--- src/hdl/htfl_ram.sv ---
`default_nettype none

module htfl_ram #(
    parameter int WIDTH = 8,
    parameter int DEPTH = 256,
    parameter int AW    = (DEPTH > 1) ? $clog2(DEPTH) : 1
) (
    input  wire logic             i_clk,
    input  wire logic             i_we,
    input  wire logic [AW-1:0]    i_waddr,
    input  wire logic [WIDTH-1:0] i_wdata,
    input  wire logic [AW-1:0]    i_raddr,
    output logic      [WIDTH-1:0] o_rdata
);

    logic [WIDTH-1:0] r_mem [DEPTH];
    logic [WIDTH-1:0] r_rdata;

    always_ff @(posedge i_clk) begin
        if (i_we) begin
            r_mem[i_waddr] <= i_wdata;
        end
        r_rdata <= r_mem[i_raddr];
    end

    assign o_rdata = r_rdata;

endmodule

`default_nettype wire

--- config.mk ---
export PLATFORM = sky130hd
export DESIGN_NAME = htfl_ram
export DESIGN_NICKNAME = d
export VERILOG_FILES = /design/src/hdl/htfl_ram.sv
export SDC_FILE = /design/constraint.sdc
export NUM_CORES = 2
export LEC_CHECK = 0
export BUFFER_PORTS_ARGS = -buffer_cell sky130_fd_sc_hd__buf_2
export CORE_UTILIZATION = 30
export CTS_CLUSTER_DIAMETER = 120
export DETAILED_ROUTE_END_ITERATION = 10
export GPL_ROUTABILITY_DRIVEN = 0
export PLACE_DENSITY = 0.41
export SLEW_MARGIN = 20
export SYNTH_ARGS = -nofsm -noshare
export SYNTH_HDL_FRONTEND = slang
export SYNTH_SLANG_ARGS = --single-unit
--- constraint.sdc ---
create_clock -name i_clk -period 3.25 [get_ports i_clk]
set_input_delay 0.325 -clock i_clk [delete_from_list [all_inputs] [get_ports i_clk]]
set_output_delay 0.325 -clock i_clk [all_outputs]
set_load 0.03 [all_outputs]
Yosys cells after proc, flatten, opt, wreduce, memory -nomap -nowiden
Memory sizes are Yosys's and may differ from the RTL's. A register that Yosys moved wholly into a read port is not among the register bits. Cells that the tools add are included.

Flip-flop bits (word level): 0. Bits in latches: 0. Bits in writable memories: 2048. Memory bits (read-only): 0. Bits of input ports: 26. Output and inout bits: 8. Logic and storage cells: 3. Memories: 1.

Memories: r_mem (words 256, width 8, rd ports 1, clocked after Yosys merged registers in 1, write ports 1, RTL line 16) `logic [WIDTH-1:0] r_mem [DEPTH];`.

$add $sub $neg: 0. Multipliers: 0. Divide/modulo/power cells: 0. Magnitude comparators: 0. Equality and inequality tests: 0. Shifts and indexed selects: 0. Mux-type cells: 2. Bitwise operators: 0. Reduce and logical (&&, ||, !) cells: 0.

Operators by type and width (number): $mux 1 (2).

Longest topological paths before layout
Word-level depth: 2. Gate-level depth with buffers: 11. Mapped depth without buffers: 6.

Worst setup path after synthesis
OpenSTA, ideal clock, no wires.

Kind: in2reg. Start point: input port i_raddr[0]. End point: register r_rdata[2] (netlist: o_rdata[2]) (read register of r_mem). Setup time: 0.131 ns. Arrival time: 2.132 ns. Required time: 3.119 ns. Slack: 0.987 ns. Cell stages on the path: 9. Path buffers: 4. Cell sequence: buf_6 -> buf_12 -> buf_8 -> buf_2 -> mux4_2 -> a22oi_1 -> a21oi_1 -> nor4_1 -> nor4_2.

RTL lines: start: declaration (RTL line 12) `input wire logic [AW-1:0] i_raddr,`; end: declaration (RTL line 17) `logic [WIDTH-1:0] r_rdata;`.

==> metrics list <==
* Status: complete, no violations
- Number of cells traversed by the worst register-to-register path: 7
- Crit-path slowest cell: nor4_1
- Number of synthesis warnings: 0
- Clock latency on the worst-skew pair, taken at its later pin, is 840 ps.
* Count of placed standard cells in the final layout, fillers left out: 8085
- Of the cells placed in the final design, the portion with a size suffix greater than 1 is 0.315.
* Total power divided by cell area: 594 nW/um2
- The detail route stage leaves a number of antenna-violating nets equal to 0.
* Pin count of the biggest net entering global routing: 95
- Summing all multi-input logic gate instances after layout gives 16500 um2.
- From left edge to right edge, the die measures 517 um.
- A synthesized cell averages 21.3 um2.
* Die Y-Extent: 517 um
- Counting every instance in the synthesized netlist gives 3733.
* Fill cell instance count of the final layout: 24400
- Critical Path Max Stage Delay: 1010 ps
* Mean routed wirelength per cell: 29.1 um
- In the synthesized netlist the dominant register cell turns out to be edfxtp_1.
* Slew HR: 0.218
- Total power for the finished layout comes to 56.7 mW.
- Final hold viol count: 0
- DPL Wire Length: 155 mm
- Combined buffer and inverter count along the critical path: 4
- The number of antenna violations at the first check in global routing is 24.
- At the pin with the least slew margin, the transition time is 1160 ps.
- Summed over all cells, the static leakage comes to 30.3 nW.
* HP Class: input port to flop
- Of the available clock period, the critical path in the final layout requires 0.911.
- Number of flip-flops and latches in the synthesized netlist: 2056
* Final period demand of the worst path: 2960 ps
- WL final: 235 mm
- Vias in the first global route: 41200
- PortBufs: 33
* Clock tree buffer depth: 3
- Critical path capture point type: flop
- Timing would allow up to 338 MHz.
* Max-Cap Viols: 0
- Core area: 263000 um2
- Final worst clock skew: 30.7 ps
- FF+latch area: 61700 um2
* CP delay by family, top: simple AND/OR/NAND/NOR gates
* Asr flop ratio synth: 0
- Synth cell types: 55
- In the routed layout, each cell is associated on average with a via count of 4.94.
- The critical path crosses 9 cells after its start point.
- Data arrives at the worst endpoint at 3640 ps.
* Placed cell count: 7677
- The die covers 267000 um2.
- Setup repair after global routing left no endpoint under its margin.
* Final setup violation count: 0
- Traced cell by cell, the critical path runs through buf_8, buf_12, buf_12, buf_12, mux4_2, o311ai_0, o22ai_1, nor4_1, nor4_2.
- Number of clock sinks: 2056
- Clock-pin slew was measured on the worst setup and hold paths at 60 ps.
- From synthesis to final layout, the design area changed by 19.9%.
- Measured on the finished design, the core utilization comes to 0.363.
- Critical Setup Path Class: input port to flop
- Counting instances, the worst hold path has a depth of 1.
* CP Max Fanout: 24
* Mapped cell area: 79600 um2
- Worst path required time: 3930 ps
* I/O pin cnt: 34
- Across every metal layer, demand over resource in global routing totals 0.176.
- The total overflow left after global routing is 0.
- The worst setup path is launched from an input port.
- Register-to-register path setup slack: 300 ps
- Global-route wire length before repair: 329 mm
* Syn nets: 3759
* CTS tree: built
- The floorplan has 188 rows.
* 1st-pass router iterations: 7
- The share of the Yosys chip area taken by registers is 0.775.
* Number of nets in the final layout: 4417
- The synthesized design contains 2048 enable-type register cells.
- Clock tree synthesis inserted a total of 220 buffers.
- Across the VDD grid, the largest voltage drop is 0.601 mV.
- For this block, the initial DRC count from the detailed router was 3795.
* DRC violations left: 0
- Top cell by count, worst path: buf_12
* Max-slew violation count: 0
- Level count of the clock H-tree: 4
* Starting density of the core: 0.303
* Clock tree root driver cell: clkbuf_16
* Vias after detailed routing: 40000
[through the flow]
stage	TNS (ps)	cell area [um2]	setup WS [ps]	hold WS, ps
2_1_floorplan	0	79600	987	424
6_report	0	95400	289	152
3_5_place_dp	-2630	88400	-666	814
5_1_grt	0	95400	299	58.0
4_1_cts	0	95400	178	37.3
3_3_place_gp	-3010	88400	-1040	812
[kinds of logic after synthesis]
family	count (synthesis)	synth area share
muxes	591	0.146
buffers and inverters	235	0.0183
DFF	2056	0.775
and+or+nand+nor	466	0.0263
AOI/OAI and AO/OA	385	0.0342
[power breakdown]
group | leakage [nW] | switching (mW) | total [mW] | internal (mW)
clock network | 3.36 | 10.4 | 24.2 | 13.8
logic | 8.49 | 1.98 | 3.16 | 1.17
registers | 18.5 | 0.0568 | 29.3 | 29.2
[area by class of cell]
class,count,share of cell area
well taps,3515,0.0461
repair buffers,669,0.0616
multi-input cells,1442,0.173
flip-flops and latches,2056,0.647
clock buffers,276,0.0611
clock inverters,120,0.0110
inverters,2,0.0000787
diodes,5,0.000131
[cells in the final DEF, fill, tap and decap left out, types with 33 or more instances in the layout]
master	count
a21oi_1	96
a22oi_1	133
buf_12	64
buf_4	566
clkbuf_1	50
clkbuf_16	225
clkinv_1	55
clkinv_2	37
edfxtp_1	2048
mux2i_1	134
mux4_2	454
nand2_1	33
nor2_1	278
o221ai_1	46
[what timing repair did]
item | in CTS | in global routing
endpoints found under the hold margin | 237 | 0
buffers inserted | 0 | 0
resized for setup | 0 | 0
hold buffers | 7 | 0
[state kept, by name, summed over array words and instances, names as in the netlist]
name	flops
o_rdata	8
r_mem	2048
[layer usage]
layer	global-route usage	wire [um]
met5	0	0
met2	0.280	111000
met4	0.0351	4030
met1	0.258	108000
met3	0.0238	11700
[synthesized netlist by cell type, drive strengths merged, types with 2 or more instances]
| library cell | n | area, um2 |
|---|---|---|
| mux4 | 456 | 10300 |
| nand2 | 33 | 124 |
| clkbuf | 111 | 417 |
| a22oi | 133 | 998 |
| mux2i | 134 | 1340 |
| nor2b | 31 | 194 |
| o22ai | 28 | 175 |
| a22o | 8 | 70.1 |
| edfxtp | 2048 | 61500 |
| buf | 122 | 1030 |
| nand3 | 34 | 170 |
| a2111oi | 5 | 52.6 |
| a31oi | 2 | 12.5 |
| o22a | 5 | 43.8 |
| nor2 | 282 | 1060 |
| o21ai | 12 | 60.1 |
| a221oi | 14 | 129 |
| a211oi | 16 | 120 |
| nor3 | 22 | 110 |
| nand2b | 8 | 50.1 |
| nor4 | 27 | 188 |
| and2 | 6 | 37.5 |
| o32ai | 5 | 51.3 |
| nand4 | 10 | 62.6 |
| and3b | 2 | 17.5 |
| dfxtp | 8 | 160 |
| a311oi | 2 | 17.5 |
| a21oi | 96 | 480 |
| o211ai | 10 | 75.1 |
| or2 | 4 | 25.0 |
| nand3b | 2 | 15.0 |
| o221ai | 47 | 418 |
[worst paths after layout]
path / endpoint / startpoint
setup / recovery: o_rdata[6]$_DFF_P_ / i_raddr[0]
hold / removal: r_mem[95][2]$_DFFE_PP_ / i_wdata[2]
setup reg to reg: o_rdata[0]$_DFF_P_ / r_mem[77][0]$_DFFE_PP_
hold reg to reg: o_rdata[2]$_DFF_P_ / r_mem[35][2]$_DFFE_PP_
No activity file was read; power rests on OpenSTA's default activity.
