**config.mk**
```make
export PLATFORM = sky130hd
export DESIGN_NAME = htfl_ctrl
export DESIGN_NICKNAME = d
export VERILOG_FILES = /design/src/hdl/htfl_pkg.sv /design/src/hdl/htfl_walk.sv /design/src/hdl/htfl_ctrl.sv
export SDC_FILE = /design/constraint.sdc
export NUM_CORES = 1
export LEC_CHECK = 0
export ABC_AREA = 1
export ABC_CLOCK_PERIOD_IN_PS = 7700
export BUFFER_PORTS_ARGS = -buffer_cell sky130_fd_sc_hd__buf_2
export CAP_MARGIN = 20
export CORE_MARGIN = 2
export CORE_UTILIZATION = 60
export CTS_BUF_LIST = sky130_fd_sc_hd__clkbuf_2
export CTS_CLUSTER_SIZE = 16
export DETAILED_ROUTE_END_ITERATION = 10
export PLACE_DENSITY = 0.86
export SLEW_MARGIN = 5
export SYNTH_ARGS = -nofsm -noshare
export SYNTH_HDL_FRONTEND = slang
export SYNTH_HIERARCHICAL = 1
export SYNTH_SLANG_ARGS = --single-unit
```
**constraint.sdc**
```tcl
create_clock -name i_clk -period 7.7 [get_ports i_clk]
set_input_delay 0.385 -clock i_clk [delete_from_list [all_inputs] [get_ports i_clk]]
set_output_delay 0.385 -clock i_clk [all_outputs]
set_load 0.05 [all_outputs]
```
**src/hdl/htfl_pkg.sv**
```systemverilog
`default_nettype none

package htfl_pkg;

    localparam int MAX_OBJECTS = 1024;
    localparam int IDX_W       = (MAX_OBJECTS > 2) ? $clog2(MAX_OBJECTS) : 1;
    localparam int CNT_W       = $clog2(MAX_OBJECTS + 1);

    localparam int OP_W     = 2;
    localparam int HANDLE_W = 10;
    localparam int LIB_W    = 16;
    localparam int ST_W     = 2;
    localparam int COUNT_W  = 11;
    localparam int CMP_W    = (HANDLE_W > CNT_W) ? HANDLE_W : CNT_W;

    localparam logic [CNT_W-1:0] MAX_CNT  = CNT_W'(MAX_OBJECTS);
    localparam logic [CNT_W-1:0] LAST_CNT = CNT_W'(MAX_OBJECTS - 1);

    localparam logic [OP_W-1:0] OP_ALLOC  = 2'd0;
    localparam logic [OP_W-1:0] OP_ERASE  = 2'd1;
    localparam logic [OP_W-1:0] OP_LOOKUP = 2'd2;

    localparam logic [ST_W-1:0] ST_OK   = 2'd0;
    localparam logic [ST_W-1:0] ST_FULL = 2'd1;
    localparam logic [ST_W-1:0] ST_BAD  = 2'd2;

    typedef enum logic [10:0] {
        S_CLEAR    = 11'b000_0000_0001,
        S_IDLE     = 11'b000_0000_0010,
        S_DISP     = 11'b000_0000_0100,
        S_AL_POP   = 11'b000_0000_1000,
        S_AL_WR    = 11'b000_0001_0000,
        S_MAP_RD   = 11'b000_0010_0000,
        S_LIB_RD   = 11'b000_0100_0000,
        S_ER_UPD   = 11'b000_1000_0000,
        S_WALK     = 11'b001_0000_0000,
        S_WALK_END = 11'b010_0000_0000,
        S_EMIT     = 11'b100_0000_0000
    } t_state;

    typedef struct packed {
        logic             live;
        logic [IDX_W-1:0] pos;
    } t_map_ent;

    typedef struct packed {
        logic             we;
        logic [IDX_W-1:0] waddr;
        t_map_ent         wdata;
        logic [IDX_W-1:0] raddr;
    } t_map_req;

    typedef struct packed {
        logic             we;
        logic [IDX_W-1:0] waddr;
        logic [IDX_W-1:0] wdata;
        logic [IDX_W-1:0] raddr;
    } t_free_req;

    typedef struct packed {
        logic             we;
        logic [IDX_W-1:0] waddr;
        logic [LIB_W-1:0] wdata;
        logic [IDX_W-1:0] raddr;
    } t_lib_req;

    typedef struct packed {
        logic             valid;
        t_map_ent         ent;
        logic [LIB_W-1:0] dense;
        logic [CNT_W-1:0] idx;
        logic [IDX_W-1:0] pos;
        logic [CNT_W-1:0] live;
    } t_walk_in;

    typedef struct packed {
        logic             map_we;
        t_map_ent         map_wdata;
        logic             dense_we;
        logic [LIB_W-1:0] dense_wdata;
    } t_walk_out;

endpackage

`default_nettype wire

```
**src/hdl/htfl_walk.sv**
```systemverilog
`default_nettype none

module htfl_walk import htfl_pkg::*; (
    input  wire t_walk_in i_walk,
    output t_walk_out     o_walk
);

    always_comb begin
        o_walk = '0;
        if (i_walk.valid) begin
            // mappings above the removed position move down one
            if (i_walk.ent.live && (i_walk.ent.pos > i_walk.pos)) begin
                o_walk.map_we         = 1'b1;
                o_walk.map_wdata.live = 1'b1;
                o_walk.map_wdata.pos  = i_walk.ent.pos - 1'b1;
            end
            // dense entries after the removed one shift down
            if ((CNT_W'(i_walk.pos) <= i_walk.idx) && ((i_walk.idx + 1'b1) < i_walk.live)) begin
                o_walk.dense_we    = 1'b1;
                o_walk.dense_wdata = i_walk.dense;
            end
        end
    end

endmodule

`default_nettype wire

```
**src/hdl/htfl_ctrl.sv**
```systemverilog
`default_nettype none

module htfl_ctrl import htfl_pkg::*; (
    input  wire logic                i_clk,
    input  wire logic                i_rst_n,
    input  wire logic                i_in_valid,
    output logic                     o_in_stall,
    input  wire logic [OP_W-1:0]     i_opcode,
    input  wire logic [HANDLE_W-1:0] i_handle,
    input  wire logic [LIB_W-1:0]    i_lib_index,
    output logic                     o_out_valid,
    input  wire logic                i_out_stall,
    output logic [ST_W-1:0]          o_status,
    output logic [HANDLE_W-1:0]      o_handle_out,
    output logic [HANDLE_W-1:0]      o_dense_index,
    output logic [LIB_W-1:0]         o_lib_out,
    output logic [COUNT_W-1:0]       o_count_out,
    output t_map_req                 o_map_req,
    input  wire t_map_ent            i_map_rdata,
    output t_free_req                o_free_req,
    input  wire logic [IDX_W-1:0]    i_free_rdata,
    output t_lib_req                 o_lib_req,
    input  wire logic [LIB_W-1:0]    i_lib_rdata
);

    t_state r_state, n_state;
    logic [CNT_W-1:0] r_idx, n_idx;
    logic [CNT_W-1:0] r_free_top, n_free_top;
    logic [CNT_W-1:0] r_issued, n_issued;
    logic [CNT_W-1:0] r_live, n_live;
    logic             r_out_valid, n_out_valid;
    logic             r_wv, n_wv;
    logic [CNT_W-1:0] r_widx, n_widx;

    logic [OP_W-1:0]     r_op, n_op;
    logic [HANDLE_W-1:0] r_handle, n_handle;
    logic [LIB_W-1:0]    r_lib, n_lib;
    logic [IDX_W-1:0]    r_hnd, n_hnd;
    logic [IDX_W-1:0]    r_pos, n_pos;
    logic [LIB_W-1:0]    r_val, n_val;
    logic [ST_W-1:0]     r_st, n_st;
    logic [HANDLE_W-1:0] r_hout, n_hout;

    logic [ST_W-1:0]     r_o_status, n_o_status;
    logic [HANDLE_W-1:0] r_o_handle, n_o_handle;
    logic [HANDLE_W-1:0] r_o_dense, n_o_dense;
    logic [LIB_W-1:0]    r_o_lib, n_o_lib;
    logic [COUNT_W-1:0]  r_o_count, n_o_count;

    t_walk_in  walk_in;
    t_walk_out walk_out;

    htfl_walk u_walk (
        .i_walk (walk_in),
        .o_walk (walk_out)
    );

    always_comb begin
        walk_in.valid = r_wv;
        walk_in.ent   = i_map_rdata;
        walk_in.dense = i_lib_rdata;
        walk_in.idx   = r_widx;
        walk_in.pos   = r_pos;
        walk_in.live  = r_live;
    end

    always_comb begin
        n_state     = r_state;
        n_idx       = r_idx;
        n_free_top  = r_free_top;
        n_issued    = r_issued;
        n_live      = r_live;
        n_out_valid = r_out_valid && i_out_stall;
        n_wv        = 1'b0;
        n_widx      = r_idx;
        n_op        = r_op;
        n_handle    = r_handle;
        n_lib       = r_lib;
        n_hnd       = r_hnd;
        n_pos       = r_pos;
        n_val       = r_val;
        n_st        = r_st;
        n_hout      = r_hout;
        n_o_status  = r_o_status;
        n_o_handle  = r_o_handle;
        n_o_dense   = r_o_dense;
        n_o_lib     = r_o_lib;
        n_o_count   = r_o_count;
        o_map_req   = '0;
        o_free_req  = '0;
        o_lib_req   = '0;

        if (walk_out.map_we) begin
            o_map_req.we    = 1'b1;
            o_map_req.waddr = IDX_W'(r_widx);
            o_map_req.wdata = walk_out.map_wdata;
        end
        if (walk_out.dense_we) begin
            o_lib_req.we    = 1'b1;
            o_lib_req.waddr = IDX_W'(r_widx);
            o_lib_req.wdata = walk_out.dense_wdata;
        end

        case (r_state)
            S_CLEAR: begin
                o_map_req.we    = 1'b1;
                o_map_req.waddr = IDX_W'(r_idx);
                o_map_req.wdata = '0;
                if (r_idx == LAST_CNT) begin
                    n_idx   = '0;
                    n_state = S_IDLE;
                end else begin
                    n_idx = r_idx + 1'b1;
                end
            end
            S_IDLE: begin
                if (i_in_valid) begin
                    n_op     = i_opcode;
                    n_handle = i_handle;
                    n_lib    = i_lib_index;
                    n_state  = S_DISP;
                end
            end
            S_DISP: begin
                if (r_op == OP_ALLOC) begin
                    if ((r_live >= MAX_CNT) ||
                        ((r_free_top == '0) && (r_issued >= MAX_CNT))) begin
                        n_st    = ST_FULL;
                        n_hout  = '0;
                        n_pos   = '0;
                        n_val   = '0;
                        n_state = S_EMIT;
                    end else if (r_free_top != '0) begin
                        o_free_req.raddr = IDX_W'(r_free_top - 1'b1);
                        n_state          = S_AL_POP;
                    end else begin
                        n_hnd    = IDX_W'(r_issued);
                        n_issued = r_issued + 1'b1;
                        n_state  = S_AL_WR;
                    end
                end else if (CMP_W'(r_handle) >= CMP_W'(MAX_OBJECTS)) begin
                    n_st    = ST_BAD;
                    n_hout  = r_handle;
                    n_pos   = '0;
                    n_val   = '0;
                    n_state = S_EMIT;
                end else begin
                    o_map_req.raddr = IDX_W'(r_handle);
                    n_hnd           = IDX_W'(r_handle);
                    n_state         = S_MAP_RD;
                end
            end
            S_AL_POP: begin
                n_hnd      = i_free_rdata;
                n_free_top = r_free_top - 1'b1;
                n_state    = S_AL_WR;
            end
            S_AL_WR: begin
                o_map_req.we         = 1'b1;
                o_map_req.waddr      = r_hnd;
                o_map_req.wdata.live = 1'b1;
                o_map_req.wdata.pos  = IDX_W'(r_live);
                o_lib_req.we         = 1'b1;
                o_lib_req.waddr      = IDX_W'(r_live);
                o_lib_req.wdata      = r_lib;
                n_st                 = ST_OK;
                n_hout               = HANDLE_W'(r_hnd);
                n_pos                = IDX_W'(r_live);
                n_val                = r_lib;
                n_live               = r_live + 1'b1;
                n_state              = S_EMIT;
            end
            S_MAP_RD: begin
                if (!i_map_rdata.live) begin
                    n_st    = ST_BAD;
                    n_hout  = r_handle;
                    n_pos   = '0;
                    n_val   = '0;
                    n_state = S_EMIT;
                end else begin
                    o_lib_req.raddr = i_map_rdata.pos;
                    n_pos           = i_map_rdata.pos;
                    n_state         = S_LIB_RD;
                end
            end
            S_LIB_RD: begin
                n_val  = i_lib_rdata;
                n_st   = ST_OK;
                n_hout = r_handle;
                if (r_op == OP_ERASE) begin
                    n_state = S_ER_UPD;
                end else begin
                    n_state = S_EMIT;
                end
            end
            S_ER_UPD: begin
                if (r_free_top < MAX_CNT) begin
                    o_free_req.we    = 1'b1;
                    o_free_req.waddr = IDX_W'(r_free_top);
                    o_free_req.wdata = r_hnd;
                    n_free_top       = r_free_top + 1'b1;
                end
                o_map_req.we    = 1'b1;
                o_map_req.waddr = r_hnd;
                o_map_req.wdata = '0;
                n_idx           = '0;
                n_state         = S_WALK;
            end
            S_WALK: begin
                // read entry idx while the unit writes back entry idx - 1
                o_map_req.raddr = IDX_W'(r_idx);
                o_lib_req.raddr = IDX_W'(r_idx + 1'b1);
                n_wv            = 1'b1;
                n_widx          = r_idx;
                if (r_idx == LAST_CNT) begin
                    n_idx   = '0;
                    n_state = S_WALK_END;
                end else begin
                    n_idx = r_idx + 1'b1;
                end
            end
            S_WALK_END: begin
                n_live  = r_live - 1'b1;
                n_state = S_EMIT;
            end
            S_EMIT: begin
                if (!r_out_valid || !i_out_stall) begin
                    n_o_status  = r_st;
                    n_o_handle  = r_hout;
                    n_o_dense   = HANDLE_W'(r_pos);
                    n_o_lib     = r_val;
                    n_o_count   = COUNT_W'(r_live);
                    n_out_valid = 1'b1;
                    n_state     = S_IDLE;
                end
            end
            default: begin
                n_state = S_IDLE;
            end
        endcase
    end

    always_ff @(posedge i_clk) begin
        if (!i_rst_n) begin
            r_state     <= S_CLEAR;
            r_idx       <= '0;
            r_free_top  <= '0;
            r_issued    <= '0;
            r_live      <= '0;
            r_out_valid <= 1'b0;
            r_wv        <= 1'b0;
        end else begin
            r_state     <= n_state;
            r_idx       <= n_idx;
            r_free_top  <= n_free_top;
            r_issued    <= n_issued;
            r_live      <= n_live;
            r_out_valid <= n_out_valid;
            r_wv        <= n_wv;
        end
    end

    always_ff @(posedge i_clk) begin
        r_widx     <= n_widx;
        r_op       <= n_op;
        r_handle   <= n_handle;
        r_lib      <= n_lib;
        r_hnd      <= n_hnd;
        r_pos      <= n_pos;
        r_val      <= n_val;
        r_st       <= n_st;
        r_hout     <= n_hout;
        r_o_status <= n_o_status;
        r_o_handle <= n_o_handle;
        r_o_dense  <= n_o_dense;
        r_o_lib    <= n_o_lib;
        r_o_count  <= n_o_count;
    end

    assign o_in_stall    = (r_state != S_IDLE);
    assign o_out_valid   = r_out_valid;
    assign o_status      = r_o_status;
    assign o_handle_out  = r_o_handle;
    assign o_dense_index = r_o_dense;
    assign o_lib_out     = r_o_lib;
    assign o_count_out   = r_o_count;

endmodule

`default_nettype wire

```
# Yosys cells after proc, flatten, opt, wreduce, memory -nomap -nowiden
# Index checks and enable logic that the tools add are counted.
# word_totals
ff_bits,193
output_inout_bits,151
word_cells,143
inputBits,69
# classes
reduce_logical,30
magnitude_cmp,6
addsub,8
bitwise_logic,2
n_mux,52
eq_ne,24
# ops
cell,n
$mux 10,12
$mux 11,10
$pmux 11 s10,1
$pmux 11 s2,3
$pmux 22 s3,1
$pmux 16 s4,1
$pmux 10 s2,3
$add 11x1->11 const B,5
$mux 27,2
$mux 16,3
$mux 21,2
$pmux 10 s4,1
$pmux 10 s3,1
$mux 29,1
$eq 11x10->1 const B,2
$ge 11x11->1 const B,2
$mux 22,1
$sub 11x1->11 const B,2
$mux 17,1
$ne 2x2->1 const B,8
$reduce_and 4->1,4
$mux 12,1
$eq 11x1->1 const B,1
$eq 11x11->1 const B,1
other kinds (33),53

# Depth between registers and ports, before layout
# depth
ltp_word,7
mapped_depth,18
ltp_nobuf,16

# Modules after synthesis
# Netlist, hierarchy kept.
# modules_own_cells
mod,cells_per_inst,n_inst,area_each_um2
htfl_ctrl,1099,1,9465.3
htfl_walk,246,1,1422.6

# Least setup slack after synthesis
# OpenSTA, ideal clock, no wires.
# synth_timing
path_kind,flip-flop to output port
start,reg r_widx[0]
end,out o_lib_req[16] (netlist bit)
n_path_buf,3
stages_incl_launch_ff,19
t_arrival_ps,3266
setup_slack_ps,4049
cell_sequence,dfxtp_1 -> ha_1 -> nand3_1 -> nor3_1 -> xor2_1 -> inv_1 -> ha_1 -> nand2_1 -> inv_1 -> a21oi_1 -> nand2_1 -> a21oi_2 -> nand2_4 -> buf_12 -> inv_1 -> buf_1 -> buf_1 -> nand3_1 -> o21ai_0
# synth_lines
element,line,text
from (decl),htfl_ctrl.sv:33,"logic [CNT_W-1:0] r_widx, n_widx;"
from (signal assigned),htfl_ctrl.sv:264,r_widx <= n_widx;
to (decl),htfl_ctrl.sv:22,"output t_lib_req o_lib_req,"

==> results.txt <==
----------------------------------------------------
[Run status]
  Outcome ... finished clean

[STA]
  Worst Hold Slack ... 0.0635 ns
  Accumulated negative setup slack ... 0 ns
  Fmax ... 193 MHz
  Worst-margin pin slew ... 0.974 ns
  Final critical-path share of the clock period ... 0.672
  Clock skew ... 0.0642 ns
  Max-slew violation count ... 0
  Setup repair after global routing missed its margin ... no
  Hold Fails Final Rpt ... 0
  Period minus WS final ... slightly above 5 ns
  Slew headroom ... 0.350
  Finish-stage setup viols ... 0

[Layout]
  P&R area growth vs syn ... 19.8%
  Proportion of layout cells with a drive suffix above 1 ... 0.193
  Filler-free cell count of the finished design ... 1848
  Post-route standard cell area excluding fillers ... 13000 µm²
  Count of fill cells added during filler insertion ... 1419
  Net count, final ... ~1700

[Worst setup path]
  Worst-case reg-to-reg path depth ... 8
  Startpoint of the worst setup timing path ... r_widx[0]$_DFF_P_
  Cell count along the critical path ... 16
  Critical-path cell with the highest stage delay ... sky130_fd_sc_hd__inv_1
  Cell-by-cell listing of the critical path ... ha_1 > nand3_1 > nor3_1 > xor2_1 > inv_1 > ha_1 > nand2_1 > inv_1 > a21oi_1 > nand2_1 > a21oi_2 > nand2_4 > inv_1 > nand3_1 > o21ai_0 > buf_2
  CP top delay family ... buffers and inverters
  Worst stage delay on the critical path ... a little under 0.8 ns
  Worst setup EP type ... output port
  Maximum fanout encountered on the critical timing path ... 27
  Critical Path AT ... about 4.8 ns
  Nature of the critical path startpoint ... register
  Worst path required time ... 7.32 ns
  Register-to-register setup slack ... 5.04 ns
  Worst reg2reg path startpoint ... r_state[0]$_SDFFE_PN1P_
  Capture point of the critical path ... o_lib_req[21]
  Reg-to-Reg End ... r_hout[1]$_DFFE_PP_
  Count of buffering cells on the critical path with inverters included ... 4
  CP most frequent cell ... sky130_fd_sc_hd__inv_1
  Worst setup path class ... reg -> out

[Die]
  Die Wd ... 139 µm
  Area of the placeable core ... 17900 µm²
  Overall die area ... slightly below 20000 µm²
  Boundary Pins ... 220
  Initial core utilization ... 0.608
  Die height ... 139 µm
  Std-Cell Rows ... 49

[Detailed routing]
  Final wirelength ... roughly 32000 µm
  Iteration count of the initial detailed-routing pass ... 6
  Number of design-rule violations left by the first detailed-router iteration ... 1171
  Vias per cell ... 5.65
  Average wire per standard cell ... 17.4 µm
  Count of vias placed by the detailed router ... 10450
  Post-DRT Antenna Nets ... 0
  Detailed-route DRC error count ... 0

[Synthesis]
  Portion of the post-synthesis area used by sequential elements ... 0.470
  Synth unique cells ... 44
  Synthesized area divided by synthesized cell count ... between 8 and 9 µm²
  Commonest cells in the netlist ... 277 x sky130_fd_sc_hd__nand2_1, 185 x sky130_fd_sc_hd__inv_1, 147 x sky130_fd_sc_hd__nor2_1
  Fraction of synthesized cell area taken by the top area cell type ... 0.345
  Dominant cell by count in the synthesized netlist ... sky130_fd_sc_hd__nand2_1
  Top cells by area in the synthesized netlist ... sky130_fd_sc_hd__edfxtp_1 34%, sky130_fd_sc_hd__dfxtp_1 13%, sky130_fd_sc_hd__nand2_1 9.5%
  Number of storage elements in the synthesis netlist ... about 190
  Commonest register cell after synthesis ... sky130_fd_sc_hd__edfxtp_1
  Cell type contributing the most total cell area after synthesis ... sky130_fd_sc_hd__edfxtp_1
  EDFF count, synth ... 125
  Async SR Flop Fraction ... 0
  Warning count from the yosys run ... 6
  Area of the mapped netlist ... around 11000 µm²
  Post-synth net total ... 1460
  Number of standard cells after synthesis ... between 1000 and 1500

[Global route]
  Total GRT Usage ... 0.327
  Via count of the first global-routing pass ... 9499
  Initial antenna violation count ... 2
  Maximum number of pins on one net before global-route repair ... 60
  Wire length of the first global-routing pass ... 49700 µm
  Residual overflow from global routing ... 0

[Placed design]
  Cell count after placement ... between 1500 and 2000
  Cell area reported after detailed placement ... 12100 µm²
  HPWL reported at the end of detailed placement ... 23500 µm
  Port buffer count ... 219
  RePlAce Congestion ... 0.953

[Power]
  Worst VDD drop ... 0.123 mV
  Power per cell area ... 168 nW/µm²
  Leakage power total ... 6.12 nW
  Final total power ... 2.19 mW

[Clock network]
  Maximum buffer depth of the clock tree ... 2
  Clock slew at the register clock pins of the worst setup and hold paths ... 0.32 ns
  Clock sink count ... 193
  TritonCTS clock tree ... yes
  Quantity of gates resized following cts ... 0
  Clock insertion delay at the later pin of the skew report ... 0.85 ns
  Number of buffers inserted during clock tree synthesis ... 17
  Root cell of the clock tree ... sky130_fd_sc_hd__clkbuf_2
  H-Tree Depth ... 4

[Job]
  Max-cap violation count ... 0

[Min path]
  Classification of the worst-slack hold path ... in -> reg

----------------------------------------------------
[registers in the layout, indices dropped and copies added (netlist names)]
| register | cells |
|---|---|
| r_lib | 16 |
| r_pos | 10 |
| r_state | 11 |
| r_hnd | 10 |
| r_free_top | 11 |
| o_handle_out | 10 |
| o_lib_out | 16 |
| r_val | 16 |
| r_wv | 1 |
| r_st | 2 |
| r_issued | 11 |
| r_widx | 11 |
| n_widx | 11 |
| r_live | 11 |
| o_count_out | 11 |
| o_status | 2 |
| o_dense_index | 10 |
| r_handle | 10 |
| r_op | 2 |
| r_hout | 10 |
| o_out_valid | 1 |
[power by group]
group / leakage (nW) / internal (mW) / switching, mW
Sequential: 1.57 / 1.14 / 0.0383
Combinational: 4.38 / 0.138 / 0.315
Clock: 0.166 / 0.129 / 0.430
[timing repair]
| item | CTS | global route |
|---|---|---|
| endpoints found under the hold margin | 81 | 0 |
| buffers inserted | 0 | 0 |
| hold buffers | 66 | 0 |
[cells in the final DEF, fill, tap and decap left out, types with 20 or more instances in the layout]
| master | Yosys | routed |
|---|---|---|
| sky130_fd_sc_hd__ha_1 | 45 | 45 |
| sky130_fd_sc_hd__dlygate4sd3_1 | 0 | 66 |
| sky130_fd_sc_hd__nand2_1 | 277 | 276 |
| sky130_fd_sc_hd__nor3_1 | 20 | 20 |
| sky130_fd_sc_hd__inv_1 | 185 | 185 |
| sky130_fd_sc_hd__nand3_1 | 120 | 120 |
| sky130_fd_sc_hd__dfxtp_1 | 68 | 68 |
| sky130_fd_sc_hd__o21ai_0 | 84 | 84 |
| sky130_fd_sc_hd__a21oi_1 | 50 | 49 |
| sky130_fd_sc_hd__nor2_1 | 147 | 145 |
| sky130_fd_sc_hd__buf_2 | 18 | 219 |
| sky130_fd_sc_hd__xor2_1 | 36 | 36 |
| sky130_fd_sc_hd__edfxtp_1 | 125 | 125 |
[worst min-delay path, delay by kind of cell]
kind / cells / cell delay (ns)
AOI/OAI and AO/OA: 1 / 0.21
buffers and inverters: 2 / 0.20
[layout make-up]
class | instances | area, µm² | area share
inverters | 191 | 719 | 0.0552
clock inverters | 15 | 206 | 0.0158
multi-input cells | 908 | 4790 | 0.367
clock buffers | 17 | 85.1 | 0.00652
well taps | 229 | 287 | 0.0220
diodes | 2 | 5.00 | 0.000384
repair buffers | 293 | 1840 | 0.141
flip-flops and latches | 193 | 5110 | 0.392
[per-layer routing]
| layer | global-route usage | routed length, µm | vias up |
|---|---|---|---|
| li1 | - | - | 4930 |
| met1 | 0.451 | 13000 | 4729 |
| met2 | 0.518 | 14500 | 685 |
| met3 | 0.0470 | 3120 | 106 |
| met4 | 0.149 | 1390 | 0 |
| met5 | 0 | 0 | - |
[cells by family after synthesis]
group	Yosys count	synth area share
xor+xnor	47	0.0378
buf+inv	244	0.0918
simple gates	626	0.253
compound gates	189	0.0945
fa+ha+maj	46	0.0536
flops	193	0.470
[how the worst min path moves through the flow]
| stage | depth (start not counted) | end | startpoint | slack, ns |
|---|---|---|---|---|
| 3_5_place_dp | 0 | r_widx[8]$_DFF_P_ | n_widx[8]$_SDFFE_PN0P_ | 0.40 |
| 2_1_floorplan | 0 | r_widx[2]$_DFF_P_ | n_widx[2]$_SDFFE_PN0P_ | 0.33 |
| 3_3_place_gp | 0 | r_widx[10]$_DFF_P_ | n_widx[10]$_SDFFE_PN0P_ | 0.39 |
| 6_report | 3 | r_pos[0]$_DFFE_PP_ | i_map_rdata[0] | 0.06 |
| 4_1_cts | 3 | r_pos[0]$_DFFE_PP_ | i_map_rdata[0] | 0.02 |
| 5_1_grt | 3 | r_pos[0]$_DFFE_PP_ | i_map_rdata[0] | 0.01 |
[per-stage QoR]
step	utilization	setup slack, ns
floorplan	-	4.05
global placement	0.674	3.82
detailed placement	0.674	3.73
CTS	0.727	2.74
global route	0.729	2.22
finish	0.729	2.53
(Power assumes the default switching activity.)
